File: src/sv/crc16_pkg.sv
// Shared constants and byte-fold functions for the dual-order CRC-16 unit.
package crc16_pkg;

	localparam int unsigned CrcW    = 16;
	localparam int unsigned ByteW   = 8;
	localparam int unsigned CfgIdxW = 2;

	localparam logic [CrcW-1:0] PolyMsbFirst = 16'h1021;
	localparam logic [CrcW-1:0] PolyLsbFirst = 16'h8408;
	localparam logic [CrcW-1:0] SeedReset    = 16'hFFFF;

	// Configuration register indexes
	localparam logic [CfgIdxW-1:0] CfgSeedValue = 2'd0;
	localparam logic [CfgIdxW-1:0] CfgBitOrder  = 2'd1;

	// Bit order codes
	localparam logic OrderMsbFirst = 1'b0;
	localparam logic OrderLsbFirst = 1'b1;

	// Fold one byte into the high byte, shift left, polynomial 0x1021
	function automatic logic [CrcW-1:0] fold_msb_first(
		input logic [CrcW-1:0]  rem,
		input logic [ByteW-1:0] data
	);
		logic [CrcW-1:0] r;
		r = rem ^ {data, {(CrcW-ByteW){1'b0}}};
		for (int k = 0; k < ByteW; k++) begin
			if (r[CrcW-1]) begin
				r = {r[CrcW-2:0], 1'b0} ^ PolyMsbFirst;
			end else begin
				r = {r[CrcW-2:0], 1'b0};
			end
		end
		return r;
	endfunction

	// Fold one byte into the low byte, shift right, reflected polynomial 0x8408
	function automatic logic [CrcW-1:0] fold_lsb_first(
		input logic [CrcW-1:0]  rem,
		input logic [ByteW-1:0] data
	);
		logic [CrcW-1:0] r;
		r = rem ^ {{(CrcW-ByteW){1'b0}}, data};
		for (int k = 0; k < ByteW; k++) begin
			if (r[0]) begin
				r = {1'b0, r[CrcW-1:1]} ^ PolyLsbFirst;
			end else begin
				r = {1'b0, r[CrcW-1:1]};
			end
		end
		return r;
	endfunction

endpackage

File: src/sv/crc16_ccitt_dual_order_unit.sv
// Streaming CRC-16 CCITT unit with selectable MSB-first or LSB-first bit order.
// Each item passes the input register, the byte fold, then the result register.
// Throughput: one item per cycle when not stalled; the byte fold is one XOR network.
// The running remainder feeds back through that network, so each item sees the last one.
// Reset (arst_n low, asynchronous): pipeline empty, running remainder and seed 0xFFFF,
// bit order MSB-first.
module crc16_ccitt_dual_order_unit (
	input  logic                                clk,
	input  logic                                arst_n,
	// input item channel
	input  logic                                in_valid,
	output logic                                in_stall,
	input  logic [crc16_pkg::ByteW-1:0]         data_byte,
	input  logic                                first_byte,
	input  logic                                last_byte,
	// result item channel
	output logic                                out_valid,
	input  logic                                out_stall,
	output logic [crc16_pkg::CrcW-1:0]          remainder,
	output logic                                message_done,
	// configuration write channel
	input  logic                                cfg_valid,
	output logic                                cfg_ready,
	input  logic [crc16_pkg::CfgIdxW-1:0]       cfg_index,
	input  logic [crc16_pkg::CrcW-1:0]          cfg_data
);

	logic                          s1_valid_s1;
	logic [crc16_pkg::ByteW-1:0]   data_byte_s1;
	logic                          first_byte_s1;
	logic                          last_byte_s1;

	logic [crc16_pkg::CrcW-1:0]    seed_value_q;
	logic                          bit_order_q;
	logic [crc16_pkg::CrcW-1:0]    running_rem_q;

	logic                          out_valid_q;
	logic [crc16_pkg::CrcW-1:0]    remainder_q;
	logic                          message_done_q;

	logic                          adv_out;
	logic                          adv_s1;
	logic [crc16_pkg::CrcW-1:0]    start_rem;
	logic [crc16_pkg::CrcW-1:0]    next_rem;

	// Handshake: result register drains or is empty, input register moves behind it
	assign adv_out   = !out_valid_q || !out_stall;
	assign adv_s1    = s1_valid_s1 && adv_out;
	assign in_stall  = s1_valid_s1 && !adv_out;
	assign cfg_ready = 1'b1;

	// Write configuration registers; ignore indexes beyond the list
	always_ff @(posedge clk or negedge arst_n) begin
		if (!arst_n) begin
			seed_value_q <= crc16_pkg::SeedReset;
			bit_order_q  <= crc16_pkg::OrderMsbFirst;
		end else if (cfg_valid && cfg_ready) begin
			unique case (cfg_index)
				crc16_pkg::CfgSeedValue: seed_value_q <= cfg_data;
				crc16_pkg::CfgBitOrder:  bit_order_q  <= cfg_data[0];
				default: ;
			endcase
		end
	end

	// Capture the input item
	always_ff @(posedge clk or negedge arst_n) begin
		if (!arst_n) begin
			s1_valid_s1 <= 1'b0;
		end else if (!in_stall) begin
			s1_valid_s1 <= in_valid;
		end
	end

	always_ff @(posedge clk) begin
		if (!in_stall && in_valid) begin
			data_byte_s1  <= data_byte;
			first_byte_s1 <= first_byte;
			last_byte_s1  <= last_byte;
		end
	end

	// Fold the held byte into the seed or the running remainder
	always_comb begin
		start_rem = first_byte_s1 ? seed_value_q : running_rem_q;
		if (bit_order_q == crc16_pkg::OrderLsbFirst) begin
			next_rem = crc16_pkg::fold_lsb_first(start_rem, data_byte_s1);
		end else begin
			next_rem = crc16_pkg::fold_msb_first(start_rem, data_byte_s1);
		end
	end

	// Advance the running remainder
	always_ff @(posedge clk or negedge arst_n) begin
		if (!arst_n) begin
			running_rem_q <= crc16_pkg::SeedReset;
		end else if (adv_s1) begin
			running_rem_q <= next_rem;
		end
	end

	// Load the result register
	always_ff @(posedge clk or negedge arst_n) begin
		if (!arst_n) begin
			out_valid_q <= 1'b0;
		end else if (adv_out) begin
			out_valid_q <= s1_valid_s1;
		end
	end

	always_ff @(posedge clk) begin
		if (adv_s1) begin
			remainder_q    <= next_rem;
			message_done_q <= last_byte_s1;
		end
	end

	assign out_valid    = out_valid_q;
	assign remainder    = remainder_q;
	assign message_done = message_done_q;

	// A stall on the input side only comes from a held item in the input register
	a_stall_has_item: assert property (@(posedge clk) disable iff (!arst_n)
		in_stall |-> s1_valid_s1)
		else $error("input stalled with empty input register");

	// A moved item shows up as the result, equal to the new running remainder
	a_result_matches_state: assert property (@(posedge clk) disable iff (!arst_n)
		adv_s1 |=> (out_valid && remainder == running_rem_q))
		else $error("result does not match running remainder");

	// The running remainder only changes when an item moves on
	a_rem_holds_when_idle: assert property (@(posedge clk) disable iff (!arst_n)
		!adv_s1 |=> $stable(running_rem_q))
		else $error("running remainder changed without an item");

	// A stalled item stays in the input register
	a_s1_holds_on_stall: assert property (@(posedge clk) disable iff (!arst_n)
		in_stall |=> (s1_valid_s1 && $stable(data_byte_s1) && $stable(first_byte_s1)))
		else $error("input register changed under stall");

endmodule

File: config.mk
export PLATFORM = sky130hd
export DESIGN_NAME = crc16_ccitt_dual_order_unit
export DESIGN_NICKNAME = d
export VERILOG_FILES = /design/src/sv/crc16_pkg.sv /design/src/sv/crc16_ccitt_dual_order_unit.sv
export SDC_FILE = /design/constraint.sdc
export NUM_CORES = 1
export LEC_CHECK = 0
export BUFFER_PORTS_ARGS = -buffer_cell sky130_fd_sc_hd__buf_2
export CORE_UTILIZATION = 25
export CTS_CLUSTER_SIZE = 20
export DETAILED_ROUTE_END_ITERATION = 12
export HOLD_SLACK_MARGIN = 0.02
export SYNTH_ARGS = -nofsm -noshare
export SYNTH_HDL_FRONTEND = slang
export SYNTH_SLANG_ARGS = --single-unit
File: constraint.sdc
create_clock -name clk -period 2.5 [get_ports clk]
set_input_delay 0.625 -clock clk [delete_from_list [all_inputs] [get_ports clk]]
set_output_delay 0.625 -clock clk [all_outputs]
set_load 0.02 [all_outputs]
# Word-level counts from Yosys, hierarchy flattened
# Index checks and enable logic that the tools add are counted.
# W data, S select, Z words.
dict set report totals {
  out_inout_bits 20
  elab_cells 72
  in_bits 33
  ff_bits 62
}
dict set report op_classes {
  reduce_logical 11
  n_bitwise 18
  n_eq_ne 1
  mux 32
}
# cell n
set op_table {}
lappend op_table {{$mux W16} 24}
lappend op_table {{$mux W13} 8}
lappend op_table {{$not A2 Y3} 8}
lappend op_table {{$not A3 Y3} 8}
lappend op_table {{$xor A16 B16 Y16} 1}
lappend op_table {{$xor A16 B8 Y16} 1}
lappend op_table {{$logic_not A1 Y1} 4}
lappend op_table {{$reduce_and A2 Y1} 2}
lappend op_table {{$logic_and A1 B1 Y1} 3}
lappend op_table {{$eq A2 B1 Y1 const B} 1}
lappend op_table {{$logic_not A2 Y1} 1}
lappend op_table {{$logic_or A1 B1 Y1} 1}

# Depth between registers and ports, before layout
# Gate-level depths: netlist (run 1).
dict set report depth {
  depth_word 26
  depth_mapped 8
  depth_no_buf 6
}

# Worst setup path before layout (run 1)
# Ideal clock, no wire load.
dict set report synth_timing {
  path_kind {input port to flip-flop}
  from {in out_stall}
  to {reg running_rem_q[15] (netlist bit)}
  slack_ps 389
  t_required_ps 2418
  setup_ps 82
  path_buffers 1
  path_stages 5
  arrival_ps 2029
  cell_sequence {nand2_1 nand2_1 inv_1 clkbuf_1 mux2_2}
}
dict set report synth_between {
  elab_chain_cells 3
}
# element line
set synth_rtl {}
lappend synth_rtl {{from (decl)} crc16_ccitt_dual_order_unit.sv:18} ;# input logic out_stall,
lappend synth_rtl {{$logic_not A1 Y1} crc16_ccitt_dual_order_unit.sv:47} ;# assign adv_out = !out_valid_q || !out_stall;
lappend synth_rtl {{$logic_or A1 B1 Y1} crc16_ccitt_dual_order_unit.sv:47}
lappend synth_rtl {{$logic_and A1 B1 Y1} crc16_ccitt_dual_order_unit.sv:48} ;# assign adv_s1 = s1_valid_s1 && adv_out;
lappend synth_rtl {{named net adv_s1} crc16_ccitt_dual_order_unit.sv:42} ;# logic adv_s1;
lappend synth_rtl {{to (signal assigned)} crc16_ccitt_dual_order_unit.sv:96} ;# running_rem_q <= crc16_pkg::SeedReset;
lappend synth_rtl {{to (signal assigned)} crc16_ccitt_dual_order_unit.sv:98} ;# running_rem_q <= next_rem;
lappend synth_rtl {{to (decl)} crc16_ccitt_dual_order_unit.sv:35} ;# logic [crc16_pkg::CrcW-1:0] running_rem_q;
# The timed path passes the listed nets, and every way through them passes these cells.
# A chain may end at the register's enable or synchronous reset.

# Worst setup path in the final report (run 1)
dict set report layout_timing {
  from {reg first_byte_s1}
  to {reg running_rem_q[3] (netlist bit)}
}
dict set report layout_between {
  elab_chain_cells 20
  elab_cells_between_ends 35
  cone_classes {mux (29); bitwise (6)}
}
# element line
set layout_rtl {}
lappend layout_rtl {{from (decl)} crc16_ccitt_dual_order_unit.sv:30} ;# logic first_byte_s1;
lappend layout_rtl {{from (signal assigned)} crc16_ccitt_dual_order_unit.sv:78} ;# first_byte_s1 <= first_byte;
lappend layout_rtl {{$mux W16 *} crc16_ccitt_dual_order_unit.sv:85} ;# start_rem = first_byte_s1 ? seed_value_q : running_rem_q;
lappend layout_rtl {{$xor A16 B8 Y16} crc16_pkg.sv:43} ;# r = rem ^ {{(CrcW-ByteW){1'b0}}, data};
lappend layout_rtl {{$not A2 Y3 (no line)} -}
lappend layout_rtl {{$mux W16} crc16_pkg.sv:45} ;# if (r[0]) begin
lappend layout_rtl {{$mux W16} crc16_ccitt_dual_order_unit.sv:86} ;# if (bit_order_q == crc16_pkg::OrderLsbFirst) begin
lappend layout_rtl {{$mux W16} crc16_pkg.sv:45}
lappend layout_rtl {{$mux W16} crc16_ccitt_dual_order_unit.sv:86}
lappend layout_rtl {{$mux W16} crc16_pkg.sv:45}
lappend layout_rtl {{(+5 left out)} -}
lappend layout_rtl {{$mux W16} crc16_pkg.sv:45}
lappend layout_rtl {{$mux W16} crc16_ccitt_dual_order_unit.sv:86}
lappend layout_rtl {{$mux W16} crc16_pkg.sv:45}
lappend layout_rtl {{$mux W16} crc16_ccitt_dual_order_unit.sv:86}
lappend layout_rtl {{$not A2 Y3 (no line)} -}
lappend layout_rtl {{$mux W16} crc16_pkg.sv:45}
lappend layout_rtl {{$mux W16 *} crc16_ccitt_dual_order_unit.sv:86}
lappend layout_rtl {{named net next_rem, one bit} crc16_ccitt_dual_order_unit.sv:44} ;# logic [crc16_pkg::CrcW-1:0] next_rem;
# Mark *: on every way through the listed nets, which the timed path passes. The rest lies on a longest branch. The select of a mux whose other input is x is not followed.

==> impl_results.md, run 1 <==
- Post-synth top flop: dfstp_2
- Clock Sinks: 62
- Clock buffer depth: 2
- Worst Path Arrival: 2.63 ns
- Most frequent cells in the layout: buf_2 (51), dfstp_2 (32), mux2_2 (30)
- Die area: 0.0140 mm^2
- Total CTS buffers: 9
- Post-Route Setup TNS: 0 ns
- # IOs: 53
- Cell Rows: 42
- Status: completed
- Skew final: 0.00959 ns
- Distinct cells, synth: 41
- Yosys warnings: 0
- GRT Total Usage: 12.0%
- Most used cell, CP: xnor3_1
- Number of DRC markers in iteration 0: 116
- Port Buffers: 51
- CP bufs+invs: 0
- DPL Wire Length: 5540 um
- Startpoint types: flop
- First-pass GRT wire length: 12400 um
- Peak Freq: 0.426 GHz
- Worst path cell trace: mux2i_2, xnor3_1, xnor3_1, a21oi_1, mux2_2
- Nets: 354
- Synthesized flop and latch total: 62
- H-tree levels: 3
- PostCTS Resize Cnt: 0
- Post-route ant nets: 0
- Max-slew violations: 0
- Post-synth top area cell: dfstp_2
- TritonCTS clock tree: done
- Layout cells sized above 1: 44.2%
- Rel. slew slack: 45.6%
- Area grow syn2layout: 24.9%
- Initial DRT Pass Iterations: 4
- Top post-synthesis cells by area: dfstp_2 (25%), edfxtp_1 (24%), mux2_2 (10%)
- CP max stage delay: 0.67 ns
- Number of global-route vias before repair: 2246
- Wirelength per Cell: 15.3 um
- Hold Crit Class: input pin to async pin
- Post-Syn Nets: 291
- Post-CTS Setup Bufs: 0
- Min cycle time layout: 2.35 ns
- Part of the Yosys area used for sequential elements: 50.9%
- Global route overflow: 0
- Max_cap viols: 0
- CP Capture Type: flop
- FILL cells: 1365
- Drt drc: 0
- Clk slew on worst S/H paths: 0.05 ns
- Syn Area/Cell: 13.1 um^2
- Worst Path Required: 2.78 ns
- Least-Margin Pin Slew: 0.817 ns
- DRT Wirelength: 7660 um
- Inserted Diodes: 0
- Fin cells: 502
- Post-synthesis cell area: 0.00339 mm^2
- FF-to-FF setup slack: 0.15 ns
- Commonest non-fill, non-tap cell in the layout: buf_2
- Final Hold Fails: 0
- Fin crit share: 93.9%
- Routed vias: 2184
- Post-synth ARST share: 56.5%
- Core ar.: 0.0132 mm^2
- Avg Vias per Cell: 4.35
- Root Buffer: clkbuf_16
- Worst path top cell family by delay: XOR/XNOR gates
- PD cells: 1220 mW/mm^2
- Die width: 118 um
- Initial core utilization: 25.6%
- Setup violators final: 0
- Leak Pwr: 1.75 nW
- RSZ-0062 raised after global routing: no
- Clk Latency, worst-skew pair: 0.34 ns
- GP Congestion: 0.740
- Mapped Cells: 258
- DP Cell Count: 486
- Largest net degree at the start of global routing: 36
- Worst VDD drop: 0.489 mV
- Initial antenna violation count: 0
- Top cell type's share of synthesized area: 24.8%
- Hold buffers post-CTS: 0
- Setup CP Type: flop to flop
- Die H: 118 um
- Critical-path top delay cell: edfxtp_1
- EDFF count, synth: 27
- Crit-path max FO: 9
[path summary, 6_finish.rpt]
kind	startpoint	to	cells past startpoint
worst min register to register	last_byte_s1$_DFFE_PP_	message_done$_DFFE_PP_	0
min in group clk	last_byte_s1$_DFFE_PP_	message_done$_DFFE_PP_	0
max in group asynchronous	arst_n	bit_order_q$_DFFE_PN0P_	1
worst max register to register	first_byte_s1$_DFFE_PP_	running_rem_q[3]$_DFFE_PN1P_	5
worst max-delay path	first_byte_s1$_DFFE_PP_	running_rem_q[3]$_DFFE_PN1P_	5
worst min-delay path	arst_n	out_valid$_DFFE_PN0P_	1
[per-layer routing]
metal	GRT usage, %	part of all wire [%]	vias up
met1	14.8	45	1056
met2	18.6	48	54
met4	5.70	2.2	0
met5	0	0	-
met3	4.10	4.6	13
li1	-	-	1061
[state kept, by name, summed over array words and instances, names as in the netlist]
name	cells
out_valid	1
data_byte_s1	8
running_rem_q	16
s1_valid_s1	1
first_byte_s1	1
bit_order_q	1
seed_value_q	16
remainder	16
last_byte_s1	1
message_done	1
[report_power, final]
part           internal [W]  switching (W)  total [W]
clock network      0.000969       0.000430    0.00140
registers           0.00161       0.000226    0.00183
logic              0.000909        0.00102    0.00193
[layout make-up]
type,count,area (um^2),area share (%)
Sequential cell,62,1730,40.7
Tap cell,176,220,5.20
Multi-Input combinational cell,181,1590,37.6
Timing Repair Buffer,64,353,8.33
Clock buffer,11,233,5.49
Clock inverter,5,100,2.36
Inverter,3,11.3,0.266
[synth_stat cells (all sizes together) (2+ instances only)]
library cell,count
nand2b,3
xnor2,23
dfrtp,3
mux2,30
a221oi,2
nor4,3
nand2,10
and3,5
nor3b,3
nor3,3
inv,3
nand4,3
or4,2
o21ai,4
nand3,7
edfxtp,27
dfstp,32
buf,5
xnor3,6
a21oi,5
and2,2
nor2,5
xor2,27
mux2i,27
clkbuf,7
[cell families after synthesis]
kind of cell | Yosys count | share of synthesized area (%)
DFF | 62 | 50.9
muxes | 57 | 18.5
xor gates and xnor gates | 56 | 16.9
and+or+nand+nor | 48 | 7.67
AOI/OAI and AO/OA | 19 | 3.65
buffers and inverters | 15 | 2.25
other | 1 | 0.111
[metrics by stage]
stage / setup WS (ns) / instance area [um^2] / total power [W] / hold slack (ns) / util, %
6_report: 0.153 / 4240 / 0.00516 / 0.384 / 32.0
2_1_floorplan: 0.389 / 3390 / 0.00324 / 0.329 / -
3_3_place_gp: 0.214 / 3910 / 0.00373 / 0.405 / 29.5
3_5_place_dp: 0.210 / 3910 / 0.00378 / 0.416 / 29.5
5_1_grt: 0.0527 / 4240 / 0.00547 / 0.442 / 32.0
4_1_cts: 0.177 / 4240 / 0.00523 / 0.421 / 32.0
Note: power is estimated with default switching activity, not from simulation.
==> inputs of run 2 (changes only) <==
--- a/config.mk
+++ b/config.mk
@@ -10,6 +10,8 @@
 export CTS_CLUSTER_SIZE = 20
 export DETAILED_ROUTE_END_ITERATION = 12
 export HOLD_SLACK_MARGIN = 0.02
+export MAX_ROUTING_LAYER = met4
+export REMOVE_ABC_BUFFERS = 1
 export SYNTH_ARGS = -nofsm -noshare
 export SYNTH_HDL_FRONTEND = slang
 export SYNTH_SLANG_ARGS = --single-unit
==> impl_results.md, run 2 (synthesis results as in run 1) <==
- Peak Freq: 0.458 GHz (was 0.426 GHz)
- Clock Sinks: 62 (unchanged)
- Leak Pwr: 1.71 nW (was 1.75 nW)
- RSZ-0062 raised after global routing: no (unchanged)
- Startpoint types: flop (unchanged)
- TritonCTS clock tree: done (unchanged)
- Drt drc: 0 (unchanged)
- PostCTS Resize Cnt: 0 (unchanged)
- Avg Vias per Cell: 4.41 (was 4.35)
- Worst path cell trace: buf_4, mux2i_1, xnor3_1, xnor3_1, a21oi_1, mux2_2 (was mux2i_2, xnor3_1, xnor3_1, a21oi_1, mux2_2)
- First-pass GRT wire length: 12500 um (was 12400 um)
- Skew final: 0.00731 ns (was 0.00959 ns)
- Clk pwr share: 22.9% (was 27.1%)
- Rel. slew slack: 44.8% (was 45.6%)
- Max-slew violations: 0 (unchanged)
- Fin crit share: 87.3% (was 93.9%)
- Most used cell, CP: xnor3_1 (unchanged)
- Seq pwr share: 37.7% (was 35.5%)
- CP max stage delay: 0.42 ns (was 0.67 ns)
- Number of DRC markers in iteration 0: 74 (was 116)
- FF-to-FF setup slack: 0.32 ns (was 0.15 ns)
- Initial DRT Pass Iterations: 4 (unchanged)
- Initial core utilization: 25.6% (unchanged)
- Worst Path Arrival: 2.45 ns (was 2.63 ns)
- Max_cap viols: 0 (unchanged)
- Comb pwr share: 39.4% (was 37.4%)
- Worst path top cell family by delay: XOR/XNOR gates (unchanged)
- Routed vias: 2203 (was 2184)
- Clk slew on worst S/H paths: 0.05 ns (about the same)
- # IOs: 53 (unchanged)
- Sw Share: 34.0% (was 32.5%)
- Number of global-route vias before repair: 2326 (was 2246)
- Cell Rows: 42 (unchanged)
- Worst Path Required: 2.77 ns (was 2.78 ns)
- Clock buffer depth: 2 (unchanged)
- Port Buffers: 51 (unchanged)
- Overall power: 0.00488 W (was 0.00516 W)
- Post-CTS Setup Bufs: 0 (unchanged)
- Inserted Diodes: 0 (unchanged)
- Clk Latency, worst-skew pair: 0.33 ns (was 0.34 ns)
- Post-route ant nets: 0 (unchanged)
- Area grow syn2layout: 22.8% (was 24.9%)
- Total CTS buffers: 9 (unchanged)
- PD cells: 1170 mW/mm^2 (was 1220 mW/mm^2)
- Least-Margin Pin Slew: 0.828 ns (was 0.817 ns)
- DPL Wire Length: 5430 um (was 5540 um)
- Largest net degree at the start of global routing: 36 (unchanged)
- Die H: 118 um (unchanged)
- Commonest non-fill, non-tap cell in the layout: buf_2 (unchanged)
- Setup CP Type: flop to flop (unchanged)
- Root Buffer: clkbuf_16 (unchanged)
- Core ar.: 0.0132 mm^2 (unchanged)
- CP bufs+invs: 1 (was 0)
- Sw power: 0.00166 W (was 0.00167 W)
- CP Capture Type: flop (unchanged)
- Die area: 0.0140 mm^2 (unchanged)
- Worst VDD drop: 0.392 mV (was 0.489 mV)
- Crit-path max FO: 13 (was 9)
- Min cycle time layout: 2.18 ns (was 2.35 ns)
- Worst hold margin: 0.390 ns (was 0.384 ns)
- Nets: 352 (was 354)
- Hold buffers post-CTS: 0 (unchanged)
- Global route overflow: 0 (unchanged)
- Hold Crit Class: input pin to async pin (unchanged)
- Setup violators final: 0 (unchanged)
- Initial antenna violation count: 0 (unchanged)
- Internal power: 0.00322 W (was 0.00349 W)
- Most frequent cells in the layout: buf_2 (51), dfstp_2 (32), mux2_2 (30) (unchanged)
- GP Congestion: 0.818 (was 0.740)
- Wirelength per Cell: 15.3 um (about the same)
- GRT Total Usage: 12.2% (was 12.0%)
- DRT Wirelength: 7670 um (was 7660 um)
- Final Hold Fails: 0 (unchanged)
- H-tree levels: 3 (unchanged)
- Status: completed (unchanged)
- Die width: 118 um (unchanged)
- Critical-path top delay cell: edfxtp_1 (unchanged)
- Layout cells sized above 1: 43.2% (was 44.2%)
[run 2: per-layer routing]
metal	vias up	share of wire, %	GRT usage, %
met2	62	48	18.9
met3	14	4.8	3.96
met5	-	0	-
met4	0	1.3	3.72
li1	1054	-	-
met1	1073	46	15.0
[run 2: area by class of cell]
cell class              count  area (um^2)
clock buffers              14          254
well taps                 176          220
clock inverters             2         10.0
repair buffers             62          350
inverters                   3         11.3
multi-input cells         181         1590
fillers                  1366         9080
flip-flops and latches     62         1730
[run 2: final timing paths]
kind | from | end | depth (start not counted)
hold reg to reg | last_byte_s1$_DFFE_PP_ | message_done$_DFFE_PP_ | 0
min in group clk | last_byte_s1$_DFFE_PP_ | message_done$_DFFE_PP_ | 0
hold / removal | arst_n | s1_valid_s1$_DFFE_PN0N_ | 1
max in group asynchronous | arst_n | bit_order_q$_DFFE_PN0P_ | 1
setup reg to reg | first_byte_s1$_DFFE_PP_ | running_rem_q[3]$_DFFE_PN1P_ | 6
setup / recovery | first_byte_s1$_DFFE_PP_ | running_rem_q[3]$_DFFE_PN1P_ | 6
[run 2: power groups by stage]
stage	clock network, W	registers [W]	logic, W
5_1_grt	0.00119	0.00188	0.00213
3_5_place_dp	0	0.00185	0.00192
2_1_floorplan	0	0.00196	0.00127
3_3_place_gp	0	0.00185	0.00188
6_report	0.00112	0.00184	0.00192
4_1_cts	0.00114	0.00185	0.00194
[run 2: metrics by stage]
step	TNS (ns)	utilization (%)	worst slack, ns	std cells	instance area, um^2
global route	0	31.5	0.174	500	4170
global placement	0	29.5	0.442	484	3900
detailed placement	0	29.5	0.380	484	3900
floorplan	-0.249	-	-0.113	246	3330
CTS	0	31.5	0.355	500	4170
finish	0	31.5	0.317	500	4170
==> inputs of run 3 (changes only) <==
--- a/config.mk
+++ b/config.mk
@@ -10,7 +10,6 @@
 export CTS_CLUSTER_SIZE = 20
 export DETAILED_ROUTE_END_ITERATION = 12
 export HOLD_SLACK_MARGIN = 0.02
-export MAX_ROUTING_LAYER = met4
 export REMOVE_ABC_BUFFERS = 1
 export SYNTH_ARGS = -nofsm -noshare
 export SYNTH_HDL_FRONTEND = slang
==> impl_results.md, run 3 (synthesis results as in run 1) <==
- Status: completed (unchanged)
- Area grow syn2layout: 22.8% (unchanged)
- Cell Area, Placed: 0.00390 mm^2 (unchanged)
- Die area: 0.0140 mm^2 (unchanged)
- Drt drc: 0 (unchanged)
- GP Congestion: 0.806 (was 0.818)
- Layout cells sized above 1: 43.2% (unchanged)
- Clock buffer depth: 2 (unchanged)
- Cell Rows: 42 (unchanged)
- Initial core utilization: 25.6% (unchanged)
- Final Hold Fails: 0 (unchanged)
- Max-slew violations: 0 (unchanged)
- H-tree levels: 3 (unchanged)
- Initial antenna violation count: 0 (unchanged)
- Clk pwr share: 22.8% (was 22.9%)
- Comb pwr share: 39.4% (about the same)
- Worst Path Arrival: 2.46 ns (was 2.45 ns)
- Startpoint types: flop (unchanged)
- Routed vias: 2200 (was 2203)
- Skew final: 0.00744 ns (was 0.00731 ns)
- RSZ-0062 raised after global routing: no (unchanged)
- PostCTS Resize Cnt: 0 (unchanged)
- Largest net degree at the start of global routing: 36 (unchanged)
- Nets: 352 (unchanged)
- Least-Margin Pin Slew: 0.823 ns (was 0.828 ns)
- Commonest non-fill, non-tap cell in the layout: buf_2 (unchanged)
- CP Capture Type: flop (unchanged)
- Worst Path Required: 2.77 ns (about the same)
- Core ar.: 0.0132 mm^2 (unchanged)
- Sw Share: 34.0% (about the same)
- Hold Crit Class: input pin to async pin (unchanged)
- Die H: 118 um (unchanged)
- Clk slew on worst S/H paths: 0.05 ns (about the same)
- Clk Latency, worst-skew pair: 0.33 ns (about the same)
- Leak Pwr: 1.71 nW (unchanged)
- Avg Vias per Cell: 4.40 (was 4.41)
- Post-route cell area: 0.00417 mm^2 (unchanged)
- Root Buffer: clkbuf_16 (unchanged)
- Setup violators final: 0 (unchanged)
- Post-CTS Setup Bufs: 0 (unchanged)
- Post-route ant nets: 0 (unchanged)
- Port Buffers: 51 (unchanged)
- DPL Wire Length: 5430 um (unchanged)
- Seq pwr share: 37.7% (about the same)
- DP Cell Count: 484 (unchanged)
- First-pass GRT wire length: 12500 um (about the same)
- Initial DRT Pass Iterations: 4 (unchanged)
- Final core utilization: 31.5% (unchanged)
- PD cells: 1170 mW/mm^2 (about the same)
- # IOs: 53 (unchanged)
- Number of DRC markers in iteration 0: 71 (was 74)
- Inserted Diodes: 0 (unchanged)
- Min cycle time layout: 2.20 ns (was 2.18 ns)
- DRT Wirelength: 7660 um (was 7670 um)
- Rel. slew slack: 45.1% (was 44.8%)
- Sw power: 0.00166 W (about the same)
- GRT Total Usage: 11.8% (was 12.2%)
- Worst VDD drop: 0.393 mV (was 0.392 mV)
- Most frequent cells in the layout: buf_2 (51), dfstp_2 (32), mux2_2 (30) (unchanged)
- Fin crit share: 87.8% (was 87.3%)
- Global route overflow: 0 (unchanged)
- Hold buffers post-CTS: 0 (unchanged)
- Internal power: 0.00322 W (about the same)
- Peak Freq: 0.456 GHz (was 0.458 GHz)
- Setup CP Type: flop to flop (unchanged)
- TritonCTS clock tree: done (unchanged)
- Number of global-route vias before repair: 2318 (was 2326)
- Clock Sinks: 62 (unchanged)
- Fin cells: 500 (unchanged)
- Crit-path max FO: 13 (unchanged)
- Max_cap viols: 0 (unchanged)
- Wirelength per Cell: 15.3 um (about the same)
- Die width: 118 um (unchanged)
- Total CTS buffers: 9 (unchanged)
run 3: area by class of cell:
cell class,count,area [um^2]
Clock buffer,14,254
Clock inverter,2,10.0
Fill cell,1366,9080
Inverter,3,11.3
Multi-Input combinational cell,181,1590
Sequential cell,62,1730
Tap cell,176,220
Timing Repair Buffer,62,350
run 3: power by group through the flow:
stage / clock network (W) / logic (W) / registers (W)
finish: 0.00111 / 0.00192 / 0.00184
global route: 0.00119 / 0.00213 / 0.00188
CTS: 0.00114 / 0.00194 / 0.00185
detailed placement: 0 / 0.00192 / 0.00185
global placement: 0 / 0.00188 / 0.00185
floorplan: 0 / 0.00127 / 0.00196
run 3: final timing paths:
check,startpoint,end,slack [ns],cells past startpoint
worst max-delay path,first_byte_s1$_DFFE_PP_,running_rem_q[3]$_DFFE_PN1P_,0.30,6
worst min-delay path,arst_n,s1_valid_s1$_DFFE_PN0N_,0.39,1
worst max register to register,first_byte_s1$_DFFE_PP_,running_rem_q[3]$_DFFE_PN1P_,0.30,6
worst min register to register,last_byte_s1$_DFFE_PP_,message_done$_DFFE_PP_,0.43,0
max in group asynchronous,arst_n,bit_order_q$_DFFE_PN0P_,1.58,1
min in group clk,last_byte_s1$_DFFE_PP_,message_done$_DFFE_PP_,0.43,0
run 3: layer usage:
metal,GRT usage (%),vias to the layer above,share of wire (%)
met5,0,-,0
met4,3.72,0,1.5
met3,4.15,13,4.8
met2,18.9,59,48
met1,14.9,1071,46
li1,-,1057,-
run 3: per-stage QoR:
stage | setup TNS [ns] | setup WS (ns) | hold slack (ns) | total power (W)
CTS | 0 | 0.355 | 0.436 | 0.00493
global route | 0 | 0.174 | 0.459 | 0.00520
floorplan | -0.249 | -0.113 | 0.329 | 0.00323
global placement | 0 | 0.442 | 0.411 | 0.00373
finish | 0 | 0.305 | 0.388 | 0.00488
detailed placement | 0 | 0.380 | 0.423 | 0.00378
run 3: worst max-delay path, cell delays in order, from the launching register on:
cell	delay, ns
edfxtp_1	0.42
buf_4	0.28
mux2i_1	0.33
xnor3_1	0.32
xnor3_1	0.37
a21oi_1	0.22
mux2_2	0.19
